<file path="src/bu2x_pkg.sv">
// ----------------------------------------------------------------------------
// bu2x_pkg
// shared types, constants and pixel helpers for the 2x bilinear upscaler
// ----------------------------------------------------------------------------
package bu2x_pkg;

  // default depth of the line store (widest source row)
  localparam int MAX_WIDTH_DEFAULT = 512;

  // field widths
  localparam int PIX_W  = 32;
  localparam int CH_W   = 5;
  localparam int RGB_W  = 3 * CH_W;
  localparam int FW_W   = 10;
  localparam int FH_W   = 12;
  localparam int SH_W   = 5;
  localparam int CM_W   = 2;
  localparam int COL_W  = 9;
  localparam int ROW_W  = 12;
  localparam int CFG_AW = 3;
  localparam int CFG_DW = 12;

  localparam logic [CH_W-1:0] CHAN_MASK = 5'h1f;

  // register reset values
  localparam logic [FW_W-1:0] FRAME_WIDTH_RESET  = 10'd240;
  localparam logic [FH_W-1:0] FRAME_HEIGHT_RESET = 12'd160;
  localparam logic [SH_W-1:0] RED_SHIFT_RESET    = 5'd10;
  localparam logic [SH_W-1:0] GREEN_SHIFT_RESET  = 5'd5;
  localparam logic [SH_W-1:0] BLUE_SHIFT_RESET   = 5'd0;

  // item kinds on the input channel
  localparam logic MODE_PIXEL = 1'b0;
  localparam logic MODE_DRAIN = 1'b1;

  // upper left rules
  typedef enum logic [CM_W-1:0] {
    CORNER_COPY = 2'd0,
    CORNER_PLUS = 2'd1,
    CORNER_ORIG = 2'd2
  } corner_t;

  // configuration register indexes
  typedef enum logic [CFG_AW-1:0] {
    REG_FRAME_WIDTH  = 3'd0,
    REG_FRAME_HEIGHT = 3'd1,
    REG_RED_SHIFT    = 3'd2,
    REG_GREEN_SHIFT  = 3'd3,
    REG_BLUE_SHIFT   = 3'd4,
    REG_CORNER_MODE  = 3'd5
  } reg_index_t;

  // internal pixel: red, green, blue from msb down
  typedef logic [RGB_W-1:0] rgb_t;

  // pixel format and corner rule, handed to the arithmetic
  typedef struct packed {
    logic [SH_W-1:0] red_shift;
    logic [SH_W-1:0] green_shift;
    logic [SH_W-1:0] blue_shift;
    logic [CM_W-1:0] corner_mode;
  } pix_cfg_t;

  // pull the three channels out of a packed pixel
  function automatic rgb_t unpack_pixel(input logic [PIX_W-1:0] px, input pix_cfg_t cfg);
    logic [PIX_W-1:0] r;
    logic [PIX_W-1:0] g;
    logic [PIX_W-1:0] b;
    r = (px >> cfg.red_shift) & PIX_W'(CHAN_MASK);
    g = (px >> cfg.green_shift) & PIX_W'(CHAN_MASK);
    b = (px >> cfg.blue_shift) & PIX_W'(CHAN_MASK);
    return {r[CH_W-1:0], g[CH_W-1:0], b[CH_W-1:0]};
  endfunction

  // place three channels at their shifts, bits beyond the word dropped
  function automatic logic [PIX_W-1:0] pack_pixel(input logic [CH_W-1:0] r,
                                                   input logic [CH_W-1:0] g,
                                                   input logic [CH_W-1:0] b,
                                                   input pix_cfg_t cfg);
    return (PIX_W'(r) << cfg.red_shift) | (PIX_W'(g) << cfg.green_shift)
         | (PIX_W'(b) << cfg.blue_shift);
  endfunction

endpackage

</file>
<file path="src/bu2x_quad_calc.sv">
// ----------------------------------------------------------------------------
// bu2x_quad_calc
// blends four source pixels into the packed 2x2 result quad
// ----------------------------------------------------------------------------
module bu2x_quad_calc (
  input  bu2x_pkg::pix_cfg_t         cfg,
  input  bu2x_pkg::rgb_t             pa,
  input  bu2x_pkg::rgb_t             pb,
  input  bu2x_pkg::rgb_t             pc,
  input  bu2x_pkg::rgb_t             pd,
  output logic [bu2x_pkg::PIX_W-1:0] ul,
  output logic [bu2x_pkg::PIX_W-1:0] ur,
  output logic [bu2x_pkg::PIX_W-1:0] ll,
  output logic [bu2x_pkg::PIX_W-1:0] lr
);
  import bu2x_pkg::*;

  logic [CH_W-1:0] ul_ch [3];
  logic [CH_W-1:0] ur_ch [3];
  logic [CH_W-1:0] ll_ch [3];
  logic [CH_W-1:0] lr_ch [3];

  // per channel: index 0 red, 1 green, 2 blue
  for (genvar i = 0; i < 3; i++) begin : g_chan
    logic [CH_W-1:0] va, vb, vc, vd;
    logic [CH_W:0]   s_ab, s_ac;
    logic [CH_W+1:0] s_abcd;
    logic [CH_W+2:0] five_a, s_plus, s_orig;

    assign va = pa[RGB_W-1-CH_W*i -: CH_W];
    assign vb = pb[RGB_W-1-CH_W*i -: CH_W];
    assign vc = pc[RGB_W-1-CH_W*i -: CH_W];
    assign vd = pd[RGB_W-1-CH_W*i -: CH_W];

    // neighbour averages
    assign s_ab   = (CH_W+1)'(va) + (CH_W+1)'(vb);
    assign s_ac   = (CH_W+1)'(va) + (CH_W+1)'(vc);
    assign s_abcd = (CH_W+2)'(s_ab) + (CH_W+2)'(vc) + (CH_W+2)'(vd);

    // weighted corner blends, both stay below 256
    assign five_a = {1'b0, va, 2'b00} + (CH_W+3)'(va);
    assign s_plus = five_a + (CH_W+3)'(vb) + (CH_W+3)'(vc);
    assign s_orig = five_a + {2'b00, vb, 1'b0} + (CH_W+3)'(vc);

    assign ur_ch[i] = s_ab[CH_W:1];
    assign ll_ch[i] = s_ac[CH_W:1];
    assign lr_ch[i] = s_abcd[CH_W+1:2];

    always_comb begin
      case (cfg.corner_mode)
        CORNER_PLUS: ul_ch[i] = s_plus[CH_W+2:3];
        CORNER_ORIG: ul_ch[i] = s_orig[CH_W+2:3];
        default:     ul_ch[i] = va;
      endcase
    end
  end

  // repack at the configured positions
  assign ul = pack_pixel(ul_ch[0], ul_ch[1], ul_ch[2], cfg);
  assign ur = pack_pixel(ur_ch[0], ur_ch[1], ur_ch[2], cfg);
  assign ll = pack_pixel(ll_ch[0], ll_ch[1], ll_ch[2], cfg);
  assign lr = pack_pixel(lr_ch[0], lr_ch[1], lr_ch[2], cfg);

endmodule

</file>
<file path="config.mk">
export PLATFORM = sky130hd
export DESIGN_NAME = bu2x_quad_calc
export DESIGN_NICKNAME = d
export VERILOG_FILES = /design/src/bu2x_pkg.sv /design/src/bu2x_quad_calc.sv
export SDC_FILE = /design/constraint.sdc
export NUM_CORES = 1
export LEC_CHECK = 0
export ABC_AREA = 1
export BUFFER_PORTS_ARGS = -buffer_cell sky130_fd_sc_hd__buf_4
export CORE_ASPECT_RATIO = 2
export CORE_MARGIN = 3
export CORE_UTILIZATION = 45
export DETAILED_ROUTE_END_ITERATION = 12
export PLACE_DENSITY = 0.64
export SYNTH_ARGS = -nofsm -noshare
export SYNTH_HDL_FRONTEND = slang
export SYNTH_SLANG_ARGS = --single-unit
export TNS_END_PERCENT = 50
</file>
<file path="constraint.sdc">
create_clock -name vclk -period 9.1
set_clock_uncertainty 0.15 [all_clocks]
set_input_delay 0.455 -clock vclk [all_inputs]
set_output_delay 0.455 -clock vclk [all_outputs]
set_load 0.005 [all_outputs]
</file>
After elaboration in Yosys (flattened, before gate mapping)
Cells that the tools add are included.

storage, ports and cells
  flip-flop bits (word level) = 0
  latch bits = 0
  bits in writable memories = 0
  ROM bits = 0
  output and inout bits = 128
  word-level logic and storage cells = 52
  memories kept = 0

cells by class
  add/sub/neg operators = 27
  multipliers = 0
  divide/modulo/power cells = 0
  $lt $le $gt $ge = 0
  eq/ne operators = 2
  shift-type cells = 12
  mux-type cells = 3
  bitwise logic cells = 8
  reductions and logical operators = 0

operators by type and width
  kind                  count
  $shl A5 B5 Y32        12
  $or A32 B32 Y32       8
  $add A8 B5 Y8         9
  $add A5 B5 Y6         6
  $pmux W5 S2           3
  $add A7 B5 Y8         3
  $add A8 B6 Y8         3
  $add A6 B5 Y7         3
  $add A7 B5 Y7         3
  $eq A2 B1 Y1 const B  1
  $eq A2 B2 Y1 const B  1

Longest topological paths before layout
  depth after elaboration = 7
  gate-level depth with buffers = 21
  mapped depth without buffers = 21

Worst setup path after synthesis
Ideal clock, no wire load.

  kind = input port to output port
  start = input pa[0]
  end = output lr[19] (netlist bit)
  arrival time = 3332 ps
  slack = 5163 ps
  stages on the path = 17
  buffers on the path = 0
  path through = ha_1 > inv_1 > fa_1 > or2_2 > nand2_1 > fa_1 > fa_1 > a21oi_1 > o21ai_1 > xor2_1 > nand2_1 > nand3_1 > o21ai_1 > or2_1 > nor2_2 > a21oi_1 > nand3_1

on the way
  longest elaborated chain between the ends = 5

ends and longest elaborated chain
  what                RTL line              source
  start: declaration  bu2x_quad_calc.sv:7   input bu2x_pkg::rgb_t pa,
  $add A5 B5 Y6       bu2x_quad_calc.sv:36  assign s_ab = (CH_W+1)'(va) + (CH_W+1)'(vb);
  $add A6 B5 Y7       bu2x_quad_calc.sv:38  assign s_abcd = (CH_W+2)'(s_ab) + (CH_W+2)'(vc) + (CH_W+2)'(vd);
  $add A7 B5 Y7       bu2x_quad_calc.sv:38
  $shl A5 B5 Y32      bu2x_pkg.sv:81        | (PIX_W'(b) << cfg.blue_shift);
  $or A32 B32 Y32     bu2x_pkg.sv:81
  end: declaration    bu2x_quad_calc.sv:14  output logic [bu2x_pkg::PIX_W-1:0] lr

No other way between the ends.

Worst setup path after layout
  start = input pa[0]
  end = output ul[7] (netlist bit)

on the way
  longest elaborated chain between the ends = 6
  elaborated cells on any way between the ends = 8

ends and longest elaborated chain
  what                                            RTL line                                    source
  $add A7 B5 Y8                                   bu2x_quad_calc.sv:41                        assign five_a = {1'b0, va, 2'b00} + (CH_W+3)'(va);
  $add A8 B6 Y8 or $add A8 B5 Y8 (tied branches)  bu2x_quad_calc.sv:43, bu2x_quad_calc.sv:42
  $add A8 B5 Y8 (on tied branches)                bu2x_quad_calc.sv:43, bu2x_quad_calc.sv:42
  $pmux W5 S2 (*)                                 bu2x_quad_calc.sv:50                        case (cfg.corner_mode)
  $shl A5 B5 Y32 (*)                              bu2x_pkg.sv:81
  $or A32 B32 Y32 (*)                             bu2x_pkg.sv:81
  end: declaration                                bu2x_quad_calc.sv:11                        output logic [bu2x_pkg::PIX_W-1:0] ul,

Mark *: on every way between the ends. The rest lies on a longest branch, timed or not.

==> results.md <==
* Outcome: finished, final reports clean
* Final Instance Area at 0.0124 mm²
* FF+latch area at 0 µm²
* CP startpoint kind: input port
* Ports at 205
* Nets at ~2300
* Synthesized area per cell at 5.39 µm²
* Synthesized area at 0.0110 mm²
* Sw power at 924 µW
* Commonest non-fill, non-tap cell in the layout: nand2_1
* Placement Cell Area at 0.0124 mm²
* First-pass GRT wire length at 81800 µm
* Slew HR at 33.0%
* Max_cap viols at 0
* Largest net degree at the start of global routing at a little under 60
* Die Area at about 0.027 mm²
* Post-Synthesis Cells at just over 2000
* Fin. Hold Viols at 0
* GRT Util Overall at 39.8%
* Antenna cell count at 0
* CTS resizes at 0
* Final Slew Violations at 0
* CORE AREA at 0.0240 mm²
* Minimum clock period at 4.89 ns
* Setup Viol. Count Final at 0
* Worst Hold Launch: cfg[6]
* Area Overhead vs Synth at 12.9%
* CP endpoint: ul[7]
* Sw Ratio at between 60% and 70%
* Synth unique cells at 52
* Total grt overflow at 0
* HPWL after DPL at 42600 µm
* Fmax at between 200 and 250 MHz
* Logic pwr share at 100.0%
* Post-synthesis net count at 2254
* Initial antenna violation count at 0
* Critical path endpoint category: output pin
* Critical path arrival at 4.29 ns
* Routed vias/inst at 6.25
* Seq cells at 0
* Synthesis Warnings at 0
* LEAKAGE at 6.48 nW
* WL final at 54500 µm
* CP required at 8.50 ns
* Setup Total Neg Slack at 0 ns
* Drt wl/cell at 22.5 µm
* Chip Width at 117 µm
* Via count at about 15000
* Crit. Startpoint: pa[0]
* 1st-iter DRT viols at between 1500 and 2000
* Unrepaired setup endpoints after global routing: no
* Int Pwr at approximately 500 µW
* Largest cells by area after synthesis: nand3_1, nand2_1, ha_1
* Hold-fix buffers, CTS at 0
* Vias in the first global route at between 10000 and 15000
* Register area share after synthesis at 0%
* Most frequent cells in the layout: nand2_1, nand3_1, buf_4
* Sequential Power Share at 0%
* Clock buffers at 0
* HP Class: in -> out
* CP max FO at 5
* Routed Antenna Nets at 0
* Port bufs at roughly 210
* Synth top area share at between 20% and 30%
* P per Cell Area at 115 mW/mm²
* Crit Path Category: in -> out
* Cell accounting for the most synthesized area: nand3_1
* Peak supply drop at around 68 µV
* DRC errors left at 0
* Layout cell share with drive strength beyond 1 at around 15%
* Initial Util at 45.9%
* Period utilization at 53.8%
* Clk pwr share at 0%
* Die height at approximately 230 µm
* Row Count at 80
* Setup Fix Bufs, Post-CTS at 0
* Pin slew with the least headroom to its limit at 0.994 ns
* RD Place Congestion at approximately 1
* First drt pass iteration count at 8
## power groups by stage
stage | clock network, mW | registers, mW | logic (mW)
after floorplan | 0 | 0 | 0.895
after global placement | 0 | 0 | 1.37
after detailed placement | 0 | 0 | 1.39
after CTS | 0 | 0 | 1.39
after global routing | 0 | 0 | 1.57
final | 0 | 0 | 1.42
## cells by family (layout without fill, tap and decap cells)
family	count (synthesis)	count (layout)	synth area share [%]
xor+xnor	30	30	2.45
simple gates	1348	1348	55.4
fa+ha+maj	131	131	18.1
buf+inv	324	415	11.9
compound gates	210	210	11.8
mux	3	3	0.273
## worst max-delay path: stages
cell and delay [ns]:
buf_4 0.15, ha_1 0.26, fa_1 0.41, xor2_1 0.28, fa_1 0.47, ha_1 0.36
nand2_1 0.10, nand2_1 0.07, a21oi_1 0.25, nand2_1 0.08, nand2_1 0.06, nand3_1 0.07
nand3_1 0.16, nand3_1 0.15, nor2_2 0.22, nand2_1 0.07, nand2_1 0.28, nand3_1 0.11
nand3_1 0.10, buf_4 0.16
## layout make-up
cell class	instances	area [µm²]
inverters	199	747
multi-input cells	1722	9710
well taps	287	359
fillers	2665	11600
repair buffers	216	1620
## per-stage QoR
| stage | power [mW] | utilization (%) | std cells | worst slack (ns) | hold slack, ns |
|---|---|---|---|---|---|
| 2_1_floorplan | 0.895 | - | 2046 | 5.16 | 0.967 |
| 3_3_place_gp | 1.37 | 51.8 | 2424 | 4.30 | 1.27 |
| 3_5_place_dp | 1.39 | 51.8 | 2424 | 4.26 | 1.26 |
| 4_1_cts | 1.39 | 51.8 | 2424 | 4.26 | 1.26 |
| 5_1_grt | 1.57 | 51.8 | 2424 | 3.92 | 1.32 |
| 6_report | 1.42 | 51.8 | 2424 | 4.21 | 1.27 |
## how the worst min path moves through the flow
| stage | end | slack, ns | cells after the start |
|---|---|---|---|
| floorplan | ur[12] | 0.97 | 3 |
| CTS | ul[25] | 1.26 | 4 |
| global placement | ul[25] | 1.27 | 4 |
| finish | ll[22] | 1.27 | 4 |
| global route | lr[26] | 1.32 | 4 |
| detailed placement | ul[25] | 1.26 | 4 |
## metal layers
layer / up-vias / share of wire [%] / wire length (µm) / global-route usage (%)
li1: 7028 / - / - / -
met4: 0 / 9.0 / 4880 / 27.5
met5: - / 0 / 0 / 0
met1: 6944 / 34 / 18800 / 46.0
met2: 928 / 47 / 25700 / 66.1
met3: 260 / 9.4 / 5130 / 6.44
## synth_stat cells (5+ instances only)
cell / n
clkinv_1: 5
buf_2: 52
nand2_1: 607
xnor2_1: 12
nand3_1: 477
inv_1: 182
o21ai_2: 13
a21oi_1: 41
buf_1: 28
buf_4: 5
inv_2: 12
a31oi_1: 5
nor2_1: 116
nand2_2: 15
xor2_1: 17
o21ai_0: 30
nand3_2: 22
nand4_1: 53
o211ai_1: 24
ha_1: 83
nand3b_1: 7
or2_1: 14
fa_1: 48
nor2_2: 7
o21ai_1: 64
nor3_1: 9
clkbuf_1: 38
o311ai_0: 5
a21oi_2: 5
or2_2: 16
Note: power is estimated with default switching activity, not from simulation.
